--- src/hdl/ffca_pkg.sv ---
// shared types and constants of the first-fit chunk allocator
package ffca_pkg;

    // heap offset and chunk size widths
    localparam int ADDR_BITS = 16;
    localparam int SIZE_BITS = ADDR_BITS + 1;
    localparam logic [SIZE_BITS-1:0] HEAP_MAX = SIZE_BITS'(1) << ADDR_BITS;

    // status codes
    localparam logic [1:0] ST_OK       = 2'd0;
    localparam logic [1:0] ST_NOSPACE  = 2'd1;
    localparam logic [1:0] ST_NOTFOUND = 2'd2;
    localparam logic [1:0] ST_FULL     = 2'd3;

    // request opcodes
    localparam logic OP_ALLOC = 1'b0;
    localparam logic OP_FREE  = 1'b1;

    // request word
    typedef struct packed {
        logic                 op;
        logic [SIZE_BITS-1:0] req_size;
        logic [ADDR_BITS-1:0] release_addr;
    } in_word_t;

    // response word
    typedef struct packed {
        logic [ADDR_BITS-1:0] result_addr;
        logic [1:0]           status;
    } out_word_t;

    // one chunk table entry as stored in the table memory
    typedef struct packed {
        logic [ADDR_BITS-1:0] start;
        logic [SIZE_BITS-1:0] size;
    } entry_t;

    // commands from controller to datapath
    typedef struct packed {
        logic init_write;
        logic scan_start;
        logic scan_step;
        logic decide;
        logic write_slot;
        logic write_best;
        logic load_out;
    } ctrl_cmd_t;

    // status from datapath to controller
    typedef struct packed {
        logic init_pending;
        logic scan_last;
        logic need_split;
        logic out_free;
    } dp_status_t;

endpackage

--- src/hdl/ffca_ram.sv ---
// generic single write, single read memory with registered read data
module ffca_ram #(
    parameter int WIDTH = 33,
    parameter int DEPTH = 16
) (
    input  logic                                 clk,
    input  logic                                 we,
    input  logic [(DEPTH > 1 ? $clog2(DEPTH) : 1)-1:0] waddr,
    input  logic [WIDTH-1:0]                     wdata,
    input  logic [(DEPTH > 1 ? $clog2(DEPTH) : 1)-1:0] raddr,
    output logic [WIDTH-1:0]                     rdata
);

    logic [WIDTH-1:0] mem [DEPTH];
    logic [WIDTH-1:0] rdata_reg;

    // write port and registered read port
    always_ff @(posedge clk)
    begin
        if (we)
        begin
            mem[waddr] <= wdata;
        end
        rdata_reg <= mem[raddr];
    end

    assign rdata = rdata_reg;

endmodule

--- src/hdl/ffca_datapath.sv ---
// chunk table, scan evaluation, table updates and response register
module ffca_datapath #(
    parameter int ENTRIES = 16
) (
    input  logic                            clk,
    input  logic                            rst_n,
    input  logic                            cfg_we,
    input  logic [ffca_pkg::SIZE_BITS-1:0]  cfg_wdata,
    input  ffca_pkg::in_word_t              req_word,
    input  ffca_pkg::ctrl_cmd_t             cmd,
    output ffca_pkg::dp_status_t            sts,
    output logic                            rsp_valid,
    input  logic                            rsp_ready,
    output ffca_pkg::out_word_t             rsp_word
);

    localparam int IDX_W = (ENTRIES > 1) ? $clog2(ENTRIES) : 1;
    localparam int AW = ffca_pkg::ADDR_BITS;
    localparam int SW = ffca_pkg::SIZE_BITS;
    localparam int EW = $bits(ffca_pkg::entry_t);

    // configuration and per-entry flags
    logic [SW-1:0]      heap_total_reg;
    logic               init_pending_reg;
    logic [ENTRIES-1:0] valid_reg, valid_next;
    logic [ENTRIES-1:0] used_reg, used_next;

    // captured request
    logic          op_reg;
    logic [SW-1:0] req_reg;
    logic [AW-1:0] addr_reg;

    // scan state
    logic [IDX_W-1:0] scan_idx_reg;
    logic             rd_vld_reg;
    logic [IDX_W-1:0] rd_tag_reg;
    logic             best_found_reg;
    logic [IDX_W-1:0] best_idx_reg;
    logic [AW-1:0]    best_start_reg;
    logic [SW-1:0]    best_size_reg;
    logic             slot_found_reg;
    logic [IDX_W-1:0] slot_idx_reg;

    // response register
    logic                rsp_valid_reg;
    ffca_pkg::out_word_t rsp_word_reg;
    ffca_pkg::out_word_t res_word;

    // table memory
    logic             ram_we;
    logic [IDX_W-1:0] ram_waddr;
    ffca_pkg::entry_t ram_wdata;
    ffca_pkg::entry_t ram_rdata;
    logic [SW-1:0]    heap_eff;

    ffca_ram #(
        .WIDTH (EW),
        .DEPTH (ENTRIES)
    ) u_table (
        .clk   (clk),
        .we    (ram_we),
        .waddr (ram_waddr),
        .wdata (ram_wdata),
        .raddr (scan_idx_reg),
        .rdata (ram_rdata)
    );

    // clamp of the heap size to 1 .. 2^ADDR_BITS
    always_comb
    begin
        if (heap_total_reg == '0)
        begin
            heap_eff = SW'(1);
        end
        else if (heap_total_reg > ffca_pkg::HEAP_MAX)
        begin
            heap_eff = ffca_pkg::HEAP_MAX;
        end
        else
        begin
            heap_eff = heap_total_reg;
        end
    end

    // table write mux
    always_comb
    begin
        ram_we    = cmd.init_write | cmd.write_slot | cmd.write_best;
        ram_waddr = '0;
        ram_wdata = '{start: '0, size: heap_eff};
        if (cmd.write_slot)
        begin
            ram_waddr = slot_idx_reg;
            ram_wdata = '{start: best_start_reg, size: req_reg};
        end
        else if (cmd.write_best)
        begin
            ram_waddr = best_idx_reg;
            ram_wdata = '{start: best_start_reg + req_reg[AW-1:0],
                          size: best_size_reg - req_reg};
        end
    end

    // evaluation of the entry whose read data is back
    logic rd_v, rd_u, hit, take;
    always_comb
    begin
        rd_v = valid_reg[rd_tag_reg];
        rd_u = used_reg[rd_tag_reg];
        if (op_reg == ffca_pkg::OP_ALLOC)
        begin
            hit  = rd_v && !rd_u && (ram_rdata.size >= req_reg);
            take = hit && (!best_found_reg || (ram_rdata.start < best_start_reg));
        end
        else
        begin
            hit  = rd_v && rd_u && (ram_rdata.start == addr_reg);
            take = hit && !best_found_reg;
        end
        take = take && rd_vld_reg;
    end

    // decision on the finished scan
    logic exact_fit, req_zero, need_split;
    always_comb
    begin
        exact_fit  = (best_size_reg == req_reg);
        req_zero   = (req_reg == '0);
        need_split = 1'b0;
        res_word   = '{result_addr: '0, status: ffca_pkg::ST_OK};
        if (op_reg == ffca_pkg::OP_FREE)
        begin
            if (!best_found_reg)
            begin
                res_word.status = ffca_pkg::ST_NOTFOUND;
            end
        end
        else if (req_zero || !best_found_reg)
        begin
            res_word.status = ffca_pkg::ST_NOSPACE;
        end
        else if (exact_fit)
        begin
            res_word.result_addr = best_start_reg;
        end
        else if (!slot_found_reg)
        begin
            res_word.status = ffca_pkg::ST_FULL;
        end
        else
        begin
            res_word.result_addr = best_start_reg;
            need_split           = 1'b1;
        end
    end

    // flag updates
    always_comb
    begin
        valid_next = valid_reg;
        used_next  = used_reg;
        if (cfg_we)
        begin
            valid_next    = '0;
            valid_next[0] = 1'b1;
            used_next     = '0;
        end
        else if (cmd.decide && best_found_reg && (res_word.status == ffca_pkg::ST_OK))
        begin
            if (op_reg == ffca_pkg::OP_FREE)
            begin
                used_next[best_idx_reg] = 1'b0;
            end
            else if (!need_split)
            begin
                used_next[best_idx_reg] = 1'b1;
            end
        end
        else if (cmd.write_slot)
        begin
            valid_next[slot_idx_reg] = 1'b1;
            used_next[slot_idx_reg]  = 1'b1;
        end
    end

    // control registers
    always_ff @(posedge clk or negedge rst_n)
    begin
        if (!rst_n)
        begin
            heap_total_reg   <= ffca_pkg::HEAP_MAX;
            init_pending_reg <= 1'b1;
            valid_reg        <= ENTRIES'(1);
            used_reg         <= '0;
            rd_vld_reg       <= 1'b0;
            rsp_valid_reg    <= 1'b0;
        end
        else
        begin
            valid_reg <= valid_next;
            used_reg  <= used_next;
            if (cfg_we)
            begin
                heap_total_reg   <= cfg_wdata;
                init_pending_reg <= 1'b1;
            end
            else if (cmd.init_write)
            begin
                init_pending_reg <= 1'b0;
            end
            rd_vld_reg <= cmd.scan_step;
            if (cmd.load_out)
            begin
                rsp_valid_reg <= 1'b1;
            end
            else if (rsp_ready)
            begin
                rsp_valid_reg <= 1'b0;
            end
        end
    end

    // request capture, scan tracking and result payload
    always_ff @(posedge clk)
    begin
        rd_tag_reg <= scan_idx_reg;
        if (cmd.scan_start)
        begin
            op_reg         <= req_word.op;
            req_reg        <= req_word.req_size;
            addr_reg       <= req_word.release_addr;
            scan_idx_reg   <= '0;
            best_found_reg <= 1'b0;
            slot_found_reg <= 1'b0;
        end
        else
        begin
            if (cmd.scan_step)
            begin
                scan_idx_reg <= scan_idx_reg + IDX_W'(1);
            end
            if (take)
            begin
                best_found_reg <= 1'b1;
                best_idx_reg   <= rd_tag_reg;
                best_start_reg <= ram_rdata.start;
                best_size_reg  <= ram_rdata.size;
            end
            if (rd_vld_reg && !rd_v && !slot_found_reg)
            begin
                slot_found_reg <= 1'b1;
                slot_idx_reg   <= rd_tag_reg;
            end
        end
        // the decision inputs hold still until the reply is loaded
        if (cmd.load_out)
        begin
            rsp_word_reg <= res_word;
        end
    end

    // status to the controller
    assign sts.init_pending = init_pending_reg;
    assign sts.scan_last    = (scan_idx_reg == IDX_W'(ENTRIES - 1));
    assign sts.need_split   = need_split;
    assign sts.out_free     = !rsp_valid_reg || rsp_ready;

    assign rsp_valid = rsp_valid_reg;
    assign rsp_word  = rsp_word_reg;

    // response register is never overwritten while it holds a waiting word
    a_no_overwrite: assert property (@(posedge clk) disable iff (!rst_n)
        cmd.load_out |-> (!rsp_valid_reg || rsp_ready))
        else $error("response overwritten before it was taken");

    // a split lands only in an entry that was found invalid, outside the table
    a_slot_free: assert property (@(posedge clk) disable iff (!rst_n)
        cmd.write_slot |-> (slot_found_reg && !valid_reg[slot_idx_reg]))
        else $error("split written into a valid entry");

    // shrinking the old chunk directly follows making the new entry
    a_split_order: assert property (@(posedge clk) disable iff (!rst_n)
        cmd.write_best |-> $past(cmd.write_slot))
        else $error("chunk shrunk without a new entry");

    // entry zero always stays part of the table
    a_entry0: assert property (@(posedge clk) disable iff (!rst_n)
        valid_reg[0])
        else $error("entry zero lost its valid bit");

endmodule

--- src/hdl/ffca_ctrl.sv ---
// request sequencing state machine
module ffca_ctrl (
    input  logic                 clk,
    input  logic                 rst_n,
    input  logic                 req_valid,
    output logic                 req_ready,
    input  ffca_pkg::dp_status_t sts,
    output ffca_pkg::ctrl_cmd_t  cmd
);

    typedef enum logic [6:0] {
        S_INIT   = 7'b0000001,
        S_IDLE   = 7'b0000010,
        S_SCAN   = 7'b0000100,
        S_DRAIN  = 7'b0001000,
        S_DECIDE = 7'b0010000,
        S_SLOT   = 7'b0100000,
        S_REPLY  = 7'b1000000
    } state_t;

    state_t state_reg, state_next;
    logic   in_ready;
    logic   shrink_reg, shrink_next;

    assign in_ready  = (state_reg == S_IDLE) && !sts.init_pending;
    assign req_ready = in_ready;

    // next state and commands
    always_comb
    begin
        state_next  = state_reg;
        shrink_next = 1'b0;
        cmd         = '0;
        unique case (state_reg)
            S_INIT:
            begin
                cmd.init_write = 1'b1;
                state_next     = S_IDLE;
            end
            S_IDLE:
            begin
                if (sts.init_pending)
                begin
                    state_next = S_INIT;
                end
                else if (req_valid)
                begin
                    cmd.scan_start = 1'b1;
                    state_next     = S_SCAN;
                end
            end
            S_SCAN:
            begin
                cmd.scan_step = 1'b1;
                if (sts.scan_last)
                begin
                    state_next = S_DRAIN;
                end
            end
            S_DRAIN:
            begin
                state_next = S_DECIDE;
            end
            S_DECIDE:
            begin
                cmd.decide = 1'b1;
                state_next = sts.need_split ? S_SLOT : S_REPLY;
            end
            S_SLOT:
            begin
                cmd.write_slot = 1'b1;
                shrink_next    = 1'b1;
                state_next     = S_REPLY;
            end
            S_REPLY:
            begin
                // shrink the old chunk on the first reply cycle after a split
                cmd.write_best = shrink_reg;
                if (sts.out_free)
                begin
                    cmd.load_out = 1'b1;
                    state_next   = S_IDLE;
                end
            end
            default:
            begin
                state_next = S_IDLE;
            end
        endcase
    end

    // state register
    always_ff @(posedge clk or negedge rst_n)
    begin
        if (!rst_n)
        begin
            state_reg  <= S_INIT;
            shrink_reg <= 1'b0;
        end
        else
        begin
            state_reg  <= state_next;
            shrink_reg <= shrink_next;
        end
    end

endmodule

--- src/hdl/first_fit_chunk_allocator.sv ---
// top level of the first-fit chunk allocator
//
//  channel   handshake            word           contents
//  request   req_valid/req_ready  req_word       op, req_size, release_addr
//  response  rsp_valid/rsp_ready  rsp_word       result_addr, status
//  config    cfg_we               cfg_wdata      heap size in bytes, no wait
//
// every request scans the whole chunk table memory at one entry a cycle,
// waits for the registered read data, decides, splits if needed, replies
// after reset and after a heap size write, entry zero is written with the
// whole heap in the init state before the next request is taken
// a waiting response holds the block in its reply cycle until it is taken
module first_fit_chunk_allocator #(
    parameter int ENTRIES = 16
) (
    input  logic                           clk,
    input  logic                           rst_n,
    input  logic                           req_valid,
    output logic                           req_ready,
    input  ffca_pkg::in_word_t             req_word,
    output logic                           rsp_valid,
    input  logic                           rsp_ready,
    output ffca_pkg::out_word_t            rsp_word,
    input  logic                           cfg_we,
    input  logic [ffca_pkg::SIZE_BITS-1:0] cfg_wdata
);

    ffca_pkg::ctrl_cmd_t  cmd;
    ffca_pkg::dp_status_t sts;

    // sequencing
    ffca_ctrl u_ctrl (
        .clk       (clk),
        .rst_n     (rst_n),
        .req_valid (req_valid),
        .req_ready (req_ready),
        .sts       (sts),
        .cmd       (cmd)
    );

    // table and result path
    ffca_datapath #(
        .ENTRIES (ENTRIES)
    ) u_datapath (
        .clk       (clk),
        .rst_n     (rst_n),
        .cfg_we    (cfg_we),
        .cfg_wdata (cfg_wdata),
        .req_word  (req_word),
        .cmd       (cmd),
        .sts       (sts),
        .rsp_valid (rsp_valid),
        .rsp_ready (rsp_ready),
        .rsp_word  (rsp_word)
    );

endmodule
--- config.mk ---
export PLATFORM = sky130hd
export DESIGN_NAME = first_fit_chunk_allocator
export DESIGN_NICKNAME = d
export VERILOG_FILES = /design/src/hdl/ffca_pkg.sv /design/src/hdl/ffca_ram.sv /design/src/hdl/ffca_datapath.sv /design/src/hdl/ffca_ctrl.sv /design/src/hdl/first_fit_chunk_allocator.sv
export SDC_FILE = /design/constraint.sdc
export NUM_CORES = 1
export LEC_CHECK = 0
export BUFFER_PORTS_ARGS = -buffer_cell sky130_fd_sc_hd__buf_4
export CORE_MARGIN = 2
export CORE_UTILIZATION = 25
export CTS_BUF_LIST = sky130_fd_sc_hd__clkbuf_16
export DETAILED_ROUTE_END_ITERATION = 8
export PLACE_DENSITY = 0.47
export SETUP_SLACK_MARGIN = 0.1
export SLEW_MARGIN = 20
export SYNTH_ARGS = -nofsm -noshare
export SYNTH_HDL_FRONTEND = slang
export SYNTH_SLANG_ARGS = --single-unit
--- constraint.sdc ---
create_clock -name clk -period 4.7 [get_ports clk]
set_clock_uncertainty 0.15 [all_clocks]
set_input_delay 0 -clock clk [delete_from_list [all_inputs] [get_ports clk]]
set_output_delay 0 -clock clk [all_outputs]
set_load 0.02 [all_outputs]
-- Word-level counts from Yosys, hierarchy flattened
Memory sizes are Yosys's and may differ from the RTL's. A register that Yosys moved wholly into a read port is not among the register bits.
Cells that the tools add are included.
- bits in registers: 163
- bits in writable memories: 528
- input bits: 56
- output and inout bits: 20
- word-level logic and storage cells: 147
- memories: 1
- memories (memory ; words ; bits a word ; read ports ; clocked after memory_dff ; wr ports ; RTL line ; source):
    u_datapath.u_table.mem ; 16 ; 33 ; 1 ; 1 ; 1 ; ffca_ram.sv:14 ; logic [WIDTH-1:0] mem [DEPTH];
- add/sub/neg operators: 3
- $lt $le $gt $ge: 8
- equality and inequality tests: 15
- mux-type cells: 55
- bitwise gates (word level): 8
- reductions and logical operators: 36
- operators by type and width (operator ; count):
    16-bit 2-to-1 mux ; 10
    33-bit 2-to-1 mux ; 2
    16-bit bitwise OR ; 3
    7-bit case mux with 6 select lines ; 1
    7-bit 2-to-1 mux ; 5
    17-bit zero test ; 2
    17-bit 2-to-1 mux ; 2
    1-bit 2-to-1 mux ; 23
    17-bit == test ; 1
    17-bit greater-or-equal comparator ; 1
    17-bit > comparator, second input constant ; 1
    17-bit subtractor ; 1
    16-bit adder ; 1
    16-bit AND ; 1
    16-bit == test ; 1
    16-bit less-than comparator ; 1
    16-bit inverter ; 1
    4-bit by 5-bit less-than comparator with 1-bit output, second input constant ; 3
    1-bit logical AND ; 14
    2-bit 2-to-1 mux ; 6
    1-bit binary-select mux with 4-bit select ; 2
    1-bit demux with 4-bit select ; 2
    4-bit by 1-bit greater-or-equal comparator with 1-bit output, second input constant ; 2
    4-bit 2-to-1 mux ; 2
    other kinds (22) ; 37

-- Logic depth before layout (Yosys ltp)
Gate-level depths: netlist (run 1).
- depth after elaboration: 9
- gate-level depth with buffers: 10

-- By module
A second synthesis (run 1) with hierarchy kept.
- cells, all modules: 1765
- area, all modules: 30177.7 um2
- modules (own cells, without submodules) (module ; times used ; cells each ; area an instance (um2)):
    ffca_ram ; 1 ; 864 ; 20629.8
    ffca_datapath ; 1 ; 855 ; 9085.0
    ffca_ctrl ; 1 ; 46 ; 462.9

-- Worst setup path before layout (run 1)
OpenSTA, ideal clock, no wires.
- path kind: register -> register
- from: register u_datapath.rd_tag_reg[0]
- to: register u_datapath.best_idx_reg[0], enable pin
- arrival time: 3.298 ns
- data required time: 4.119 ns
- setup slack: 0.821 ns
- cell stages (with the launch flop): 9
- path buffers: 1
- cells stage by stage: dfxtp_1 buf_2 mux4_2 and2_1 a211oi_1 a31oi_1 o41ai_1 nand4_1 nor2_1
- cells in the longest elaborated chain, start to end: 9
- elaborated cells between the ends (all ways): 14
- ends and longest elaborated chain (element ; RTL line ; source):
    start, declared ; ffca_datapath.sv:36 ; logic [IDX_W-1:0] rd_tag_reg;
    start signal, assigned ; ffca_datapath.sv:226 ; rd_tag_reg <= scan_idx_reg;
    1-bit binary-select mux with 4-bit select ; ffca_datapath.sv:109 ; rd_u = used_reg[rd_tag_reg];
    1-bit 2-to-1 mux (not written as such) ; ffca_datapath.sv:109 ;
    1-bit zero test ; ffca_datapath.sv:112 ; hit = rd_v && !rd_u && (ram_rdata.size >= req_reg);
    1-bit logical AND (2 in series) ; ffca_datapath.sv:112 ;
    1-bit logical AND ; ffca_datapath.sv:113 ; take = hit && (!best_found_reg || (ram_rdata.start < best_start_reg));
    1-bit 2-to-1 mux (*) ; ffca_datapath.sv:110 ; if (op_reg == ffca_pkg::OP_ALLOC)
    1-bit logical AND (*) ; ffca_datapath.sv:120 ; take = take && rd_vld_reg;
    2-bit AND reduction (no source line) (*) ; -- ;
    end signal, assigned ; ffca_datapath.sv:245 ; best_idx_reg <= rd_tag_reg;
    end, declared ; ffca_datapath.sv:38 ; logic [IDX_W-1:0] best_idx_reg;
Every way passes the cells marked *; elsewhere a longest branch is shown, timed or not. The select of a mux whose other input is x is not followed.
A chain may end at the register's enable or synchronous reset.

-- Worst setup path in the final report (run 1)
- from: register u_ctrl.state_reg[2]
- to: memory u_datapath.u_table.mem[8][23], enable pin
- cells in the longest elaborated chain, start to end: 6
- elaborated cells between the ends (all ways): 12
- ends and longest elaborated chain (element ; RTL line ; source):
    start, declared ; ffca_ctrl.sv:21 ; state_t state_reg, state_next;
    start signal, assigned ; ffca_ctrl.sv:102 ; state_reg <= state_next;
    7-bit by 1-bit == test with 1-bit output or 7-bit by 6-bit == test with 1-bit output (tied branches) ; ffca_ctrl.sv:34 ; unique case (state_reg)
    1-bit 2-to-1 mux ; ffca_ctrl.sv:34 ;
    1-bit bitwise OR (2 in series) ; ffca_datapath.sv:88 ; ram_we = cmd.init_write | cmd.write_slot | cmd.write_best;
    1-bit 2-to-1 mux ; ffca_ram.sv:20 ; if (we)
    1-bit 2-to-1 mux (not written as such) ; ffca_ram.sv:22 ; mem[waddr] <= wdata;
    end, declared ; ffca_ram.sv:14 ;
Parallel ways exist; a longest one is shown, timed or not.

==> results of run 1 <==
-- power by group through the flow --
stage	logic, mW	registers [mW]	clock network (mW)
after floorplan	1.94	7.63	0
after global placement	2.38	8.22	0
after detailed placement	2.40	8.22	0
after CTS	2.51	8.08	6.06
after global routing	2.70	8.10	6.29
final	2.47	8.05	5.87
-- final cells by class --
type	count	area [µm²]
Fill cell	11400	81700
Clock inverter	66	450
Timing Repair Buffer	257	2400
Multi-Input combinational cell	804	8410
Tap cell	1536	1920
Clock buffer	80	2000
Antenna cell	2	5.00
Inverter	46	173
Sequential cell	724	21000
-- worst max path at each step --
stage | start | endpoint | cells after the start
after floorplan | u_datapath.rd_tag_reg[0] | u_datapath.best_idx_reg[0] | 8
after global placement | u_ctrl.state_reg[0] | u_datapath.u_table.mem[2][9] | 7
after detailed placement | u_datapath.req_reg[0] | u_datapath.u_table.mem[7][14] | 9
after CTS | u_datapath.req_reg[0] | u_datapath.u_table.mem[1][14] | 9
after global routing | u_ctrl.state_reg[2] | u_datapath.u_table.mem[8][22] | 9
final | u_ctrl.state_reg[2] | u_datapath.u_table.mem[8][23] | 9
-- worst reg2reg max path, stage by stage, from the launching register on --
cell     delay (ns)
dfrtp_1        0.41
or3_1          0.45
nor3_4         0.27
nand2_4        0.34
inv_2          0.35
nor2_1         0.11
a21oi_1        0.32
nand2_1        0.32
nor2_4         0.66
buf_4          0.32
-- through the flow --
stage / utilization (%) / hold WS [ns]
after floorplan: - / -0.446
after global placement: 27.6 / -0.0281
after detailed placement: 27.6 / -0.0154
after CTS: 30.8 / 0.0851
after global routing: 30.8 / 0.122
final: 30.8 / 0.120
-- cells by family after synthesis --
group           count (synthesis)  share of synthesized area [%]
compound gates                228                           4.99
buf+inv                       115                           1.78
mux                           193                           13.8
fa+ha+maj                      66                           2.82
flops                         724                           70.5
simple gates                  275                           4.80
xor+xnor                       42                           1.23
-- cells in the mapped netlist (12+ instances only) --
master | count | area share [%]
edfxtp_1 | 621 | 63
mux4_2 | 173 | 13
nor2_1 | 81 | 1.0
a21oi_1 | 70 | 1.2
ha_1 | 64 | 2.7
nand2_1 | 64 | 0.81
dfrtp_1 | 56 | 4.7
inv_1 | 45 | 0.57
dfxtp_1 | 43 | 2.9
o21ai_0 | 39 | 0.66
clkbuf_1 | 38 | 0.48
xor2_1 | 31 | 0.91
a221oi_1 | 24 | 0.71
and2_1 | 20 | 0.42
a211oi_1 | 19 | 0.48
nand3_1 | 19 | 0.32
mux2_2 | 18 | 0.68
o22ai_1 | 15 | 0.32
buf_2 | 14 | 0.24
nand2b_1 | 14 | 0.29
nand4_1 | 14 | 0.29
nor3_1 | 14 | 0.24
nor2b_1 | 12 | 0.25
-- per-layer routing --
| layer | track usage (%) | wire (µm) | vias up |
|---|---|---|---|
| met4 | 3.42 | 1350 | 2 |
| met2 | 22.0 | 39600 | 471 |
| li1 | - | - | 7204 |
| met1 | 18.8 | 37000 | 8693 |
| met5 | 0 | 13 | - |
| met3 | 2.19 | 4210 | 92 |
==> run metrics, run 1 <==
Psw=4.37 mW; CTS Sinks=724; worst hold endpoint=u_ctrl.state_reg[2]; CP top delay family=simple AND/OR/NAND/NOR gates; internal reg-to-reg setup slack=0.68 ns; Area after DPL=32600 µm²; crit path kind=reg -> reg; nets@finish=~2000; Startpoint Class=flip-flop; post-synthesis register bit count=approximately 720; gp weighted congestion=between 0.8 and 0.9; Max Cap Viol=0; total CTS buffers=78; yosys warns=0; largest net degree at the start of global routing=80; cell row count=about 130; CTS tree=done; Vias per Instance=between 4 and 5; RR Startpoint=u_ctrl.state_reg[2]; global-route wire length before repair=120000 µm; die area=122000 µm²; FFs w/ async S/R, synth=8.29%; via count=16500; Die X-Extent=349 µm; sw frac=a little over a quarter; RSZ-0062 raised after global routing=no; IO Port Bufs=between 70 and 80; initial antenna violation count=7; RR Endpoint=u_datapath.u_table.mem[8][23]; Tot Pwr=around 16 mW; Clock power frac=35.8%; post-route ant nets=0; clk buf depth=3; commonest non-fill, non-tap cells in the layout=edfxtp_1, mux4_2, dlygate4sd3_1; wire length per cell=23.4 µm; P&R area growth vs syn=22.2%; crit path capture type=flip-flop; Tmin final=about 4.0 ns; number of global-route vias before repair=17100; status=finished clean; hold buffer count at CTS=roughly 130; final worst-path setup slack=0.685 ns; combinational share of power=15.1%; setup TNS=0 ns; Reg power frac=49.1%; drt drc=0; Lkg Pwr=11.6 nW; CP required=4.89 ns; count of final setup violators=0; fin. max-slew vios=0; most common cell after layout, fill and taps aside=edfxtp_1; CTS-repair resized insts=0; Hold Vio Cnt, Final=0; setup repair bufs after CTS=0; sequential fraction of the synthesis area=70.5%; Max Fclk=approximately 250 MHz; Max stage delay cell, worst path=nor2_4; Int Pwr=between 10 and 15 mW; synth unique cells=between 70 and 80; VDD IR max=between 0.2 and 0.25 mV; worst slew pin tran=1.09 ns; max reg flops=between 500 and 600; hold depth=4; fin area=36400 µm²; mapped cell area=29800 µm²; pwr dens=450 nW/µm²; crit-path max cell delay=0.66 ns; Clk Tree Root Cell=clkbuf_16; DRT iter0 DRCs=around 1400; ys flop type=edfxtp_1; Rel. slew slack=27.2%; num ports=76; CP Cell Sequence=or3_1 > nor3_4 > nand2_4 > inv_2 > nor2_1 > a21oi_1 > nand2_1 > nor2_4 > buf_4; Worst Hold Class=in -> reg; initial core utilization=about a quarter; H-tree Lvls=3; GRT Total Usage=a little over an eighth; CP max FO=30; crit path buf inv count=2; Worst Reg-to-Reg Cells=9; share of cells above drive strength 1=24.1%; worst slack at placement=0.563 ns; clk slew on worst S/H paths=0.06 ns; fin crit share=85.4%; placed cells=3241; DIE HEIGHT=approximately 350 µm; Pre-antenna DRT Iters=5; clock insertion delay at the later pin of the skew report=0.65 ns; WP data arrival=4.20 ns; total wire length=82200 µm; Post-synth EDFFs=621; hpwl dp=52100 µm; overflow left after global routing=0; Synth Area per Inst=18.1 µm²; Cells after Synth=roughly 1600; syn_nets=1765; CORE AREA=about 120000 µm²; Final Non-Filler Cells=3515; Hold Startpoint=req_valid
Note: power is estimated with default switching activity, not from simulation.
==> run 2: changes to the inputs <==
Settings changed: CORE_UTILIZATION 25 to 57, PLACE_DENSITY 0.47 to 0.82.
==> run 2 against run 1 <==
  * Critical path depth unchanged
  * Worst hold slack worse by 0.11 ns
  * Via count up 7.5%
  * Final cell count down 25%
  * Global-route usage up 18 points
  * Design area down 3.5%
  * Die area down 56%
  * Sequential share of layout area up 2.1 points
  * Power about the same
  * Critical endpoint is now u_datapath.u_table.mem[8][19]
  * Largest cell class unchanged
  * Largest power group unchanged
==> run metrics, run 2 (synthesis results as in run 1) <==
CORE AREA=51500 µm² (was 118000 µm²); RSZ-0062 raised after global routing=no (unchanged); crit path capture type=flip-flop (unchanged); fin crit share=83.9% (was 85.4%); wire length per cell=31.1 µm (was 23.4 µm); Tmin final=3.94 ns (was 4.02 ns); post-route ant nets=0 (unchanged); GR Util met2=50.6% (was 22.0%); Die X-Extent=233 µm (was 349 µm); WP data arrival=4.10 ns (was 4.20 ns); Hold Vio Cnt, Final=0 (unchanged); Max Cap Viol=0 (unchanged); overflow left after global routing=0 (unchanged); number of global-route vias before repair=17900 (was 17100); clk slew on worst S/H paths=0.06 ns (about the same); Multi-input gate area=8430 µm² (was 8410 µm²); internal reg-to-reg setup slack=0.76 ns (was 0.68 ns); clk buf depth=3 (unchanged); GRT busiest layer=met2 (unchanged); Worst Hold Class=in -> reg (unchanged); Pre-antenna DRT Iters=5 (unchanged); gp weighted congestion=0.959 (was 0.867); WP depth=9 (unchanged); hpwl dp=45400 µm (was 52100 µm); GRT Total Usage=31.0% (was 13.5%); WHS=0.0126 ns (was 0.120 ns); fin. max-slew vios=0 (unchanged); worst slack at placement=0.771 ns (was 0.563 ns); CP max FO=30 (unchanged); CTS tree=done (unchanged); P&R area growth vs syn=17.8% (was 22.2%); commonest non-fill, non-tap cells in the layout=edfxtp_1, mux4_2, buf_4 (was edfxtp_1, mux4_2, dlygate4sd3_1); Clk Tree Root Cell=clkbuf_16 (unchanged); initial core utilization=57.8% (was 25.2%); pwr dens=467 nW/µm² (was 450 nW/µm²); M3 GR Usage=5.15% (was 2.19%); drt drc=0 (unchanged); total CTS buffers=73 (was 78); share of cells above drive strength 1=24.5% (was 24.1%); post-layout util=68.1% (was 30.8%); CTS Sinks=724 (unchanged); VDD IR max=0.360 mV (was 0.243 mV); Max stage delay cell, worst path=nor2_4 (unchanged); worst slew pin tran=1.07 ns (was 1.09 ns); CP top delay family=simple AND/OR/NAND/NOR gates (unchanged); status=finished clean (unchanged); DRT iter0 DRCs=2319 (was 1362); final worst-path setup slack=0.759 ns (was 0.685 ns); hold depth=2 (was 4); DIE HEIGHT=233 µm (was 349 µm); global-route wire length before repair=120000 µm (about the same); crit path kind=reg -> reg (unchanged); CP required=4.86 ns (was 4.89 ns); initial antenna violation count=1 (was 7); largest net degree at the start of global routing=57 (was 80); Rel. slew slack=28.7% (was 27.2%); Max Fclk=254 MHz (was 249 MHz); CP Cell Sequence=or3_1 > nor3_4 > nand2_4 > inv_2 > nor2_1 > a21oi_1 > nand2_1 > nor2_4 > buf_12 (was or3_1 > nor3_4 > nand2_4 > inv_2 > nor2_1 > a21oi_1 > nand2_1 > nor2_4 > buf_4); Vias per Instance=6.74 (was 4.68); num ports=76 (unchanged); IO Port Bufs=75 (unchanged); clock insertion delay at the later pin of the skew report=0.62 ns (was 0.65 ns); crit path buf inv count=2 (unchanged); nets@finish=2009 (was 2033); crit-path max cell delay=0.60 ns (was 0.66 ns); most common cell after layout, fill and taps aside=edfxtp_1 (unchanged); total wire length=81800 µm (was 82200 µm); Sequential Area=21000 µm² (about the same); H-tree Lvls=3 (unchanged); die area=54100 µm² (was 122000 µm²); Fillers=3136 (was 11400); count of final setup violators=0 (unchanged); max reg flops=528 (unchanged); cell row count=83 (was 126); setup TNS=0 ns (unchanged); via count=17700 (was 16500); Startpoint Class=flip-flop (unchanged); Lkg Pwr=11.4 nW (was 11.6 nW); met1 Usage GRT=42.3% (was 18.8%); CTS-repair resized insts=0 (unchanged); Worst Reg-to-Reg Cells=9 (unchanged)
==> run 2: cell types whose count changed in the layout (fill, tap and decap cells not counted), sizes merged <==
cell / before / now
bufinv: 4 / 6
clkinvlp: 2 / 5
clkbuf: 80 / 76
dlygate4sd3: 125 / 111
buf: 132 / 127
diode: 2 / 1
inv: 74 / 63
clkinv: 32 / 30
==> run 2: worst reg2reg max path, stage by stage (launching register included) <==
cell and delay, ns:
dfrtp_1 0.42, or3_1 0.46, nor3_4 0.25, nand2_4 0.32
inv_2 0.53, nor2_1 0.13, a21oi_1 0.21, nand2_1 0.26
nor2_4 0.60, buf_12 0.29
==> run 2: layer usage <==
metal / vias to the layer above / part of all wire, %
met5: - / 0
li1: 7155 / -
met4: 0 / 4.3
met3: 240 / 11
met2: 1356 / 49
met1: 8949 / 36
==> run 2: metrics by stage <==
step | instance area (µm²) | total power [mW] | instances
global placement | 31500 | 10.4 | 2380
finish | 35100 | 16.4 | 2627
detailed placement | 31500 | 10.5 | 2380
floorplan | 29800 | 9.57 | 1643
CTS | 35000 | 16.3 | 2626
global route | 35100 | 16.9 | 2626
==> run 2: worst paths after layout <==
path / startpoint / end
min in group asynchronous: rst_n / u_datapath.heap_total_reg[16]
max in group asynchronous: rst_n / u_datapath.heap_total_reg[10]
min reg2reg: u_datapath.u_table.rdata[5] / u_datapath.best_size_reg[5]
max reg2reg: u_ctrl.state_reg[2] / u_datapath.u_table.mem[8][19]
min: req_word[18] / u_datapath.req_reg[2]
max: u_ctrl.state_reg[2] / u_datapath.u_table.mem[8][19]
==> run 2: layout make-up <==
| cell class | count | area share, % |
|---|---|---|
| well taps | 680 | 2.42 |
| clock buffers | 76 | 5.42 |
| multi-input cells | 804 | 24.0 |
| flip-flops and latches | 724 | 59.9 |
| clock inverters | 58 | 1.33 |
| repair buffers | 238 | 6.40 |
| inverters | 46 | 0.492 |
| diodes | 1 | 0.00713 |
==> run 2: power by group <==
part / internal [mW] / switching [mW]
Sequential: 7.36 / 0.586
Clock: 3.28 / 2.50
Combinational: 1.38 / 1.30
Total: 12.0 / 4.38
==> run 2: timing repair <==
action / CTS / global route
endpoints found under the setup margin: 0 / 0
hold buffers: 112 / 0
buffers inserted: 0 / 0
endpoints found under the hold margin: 153 / 0
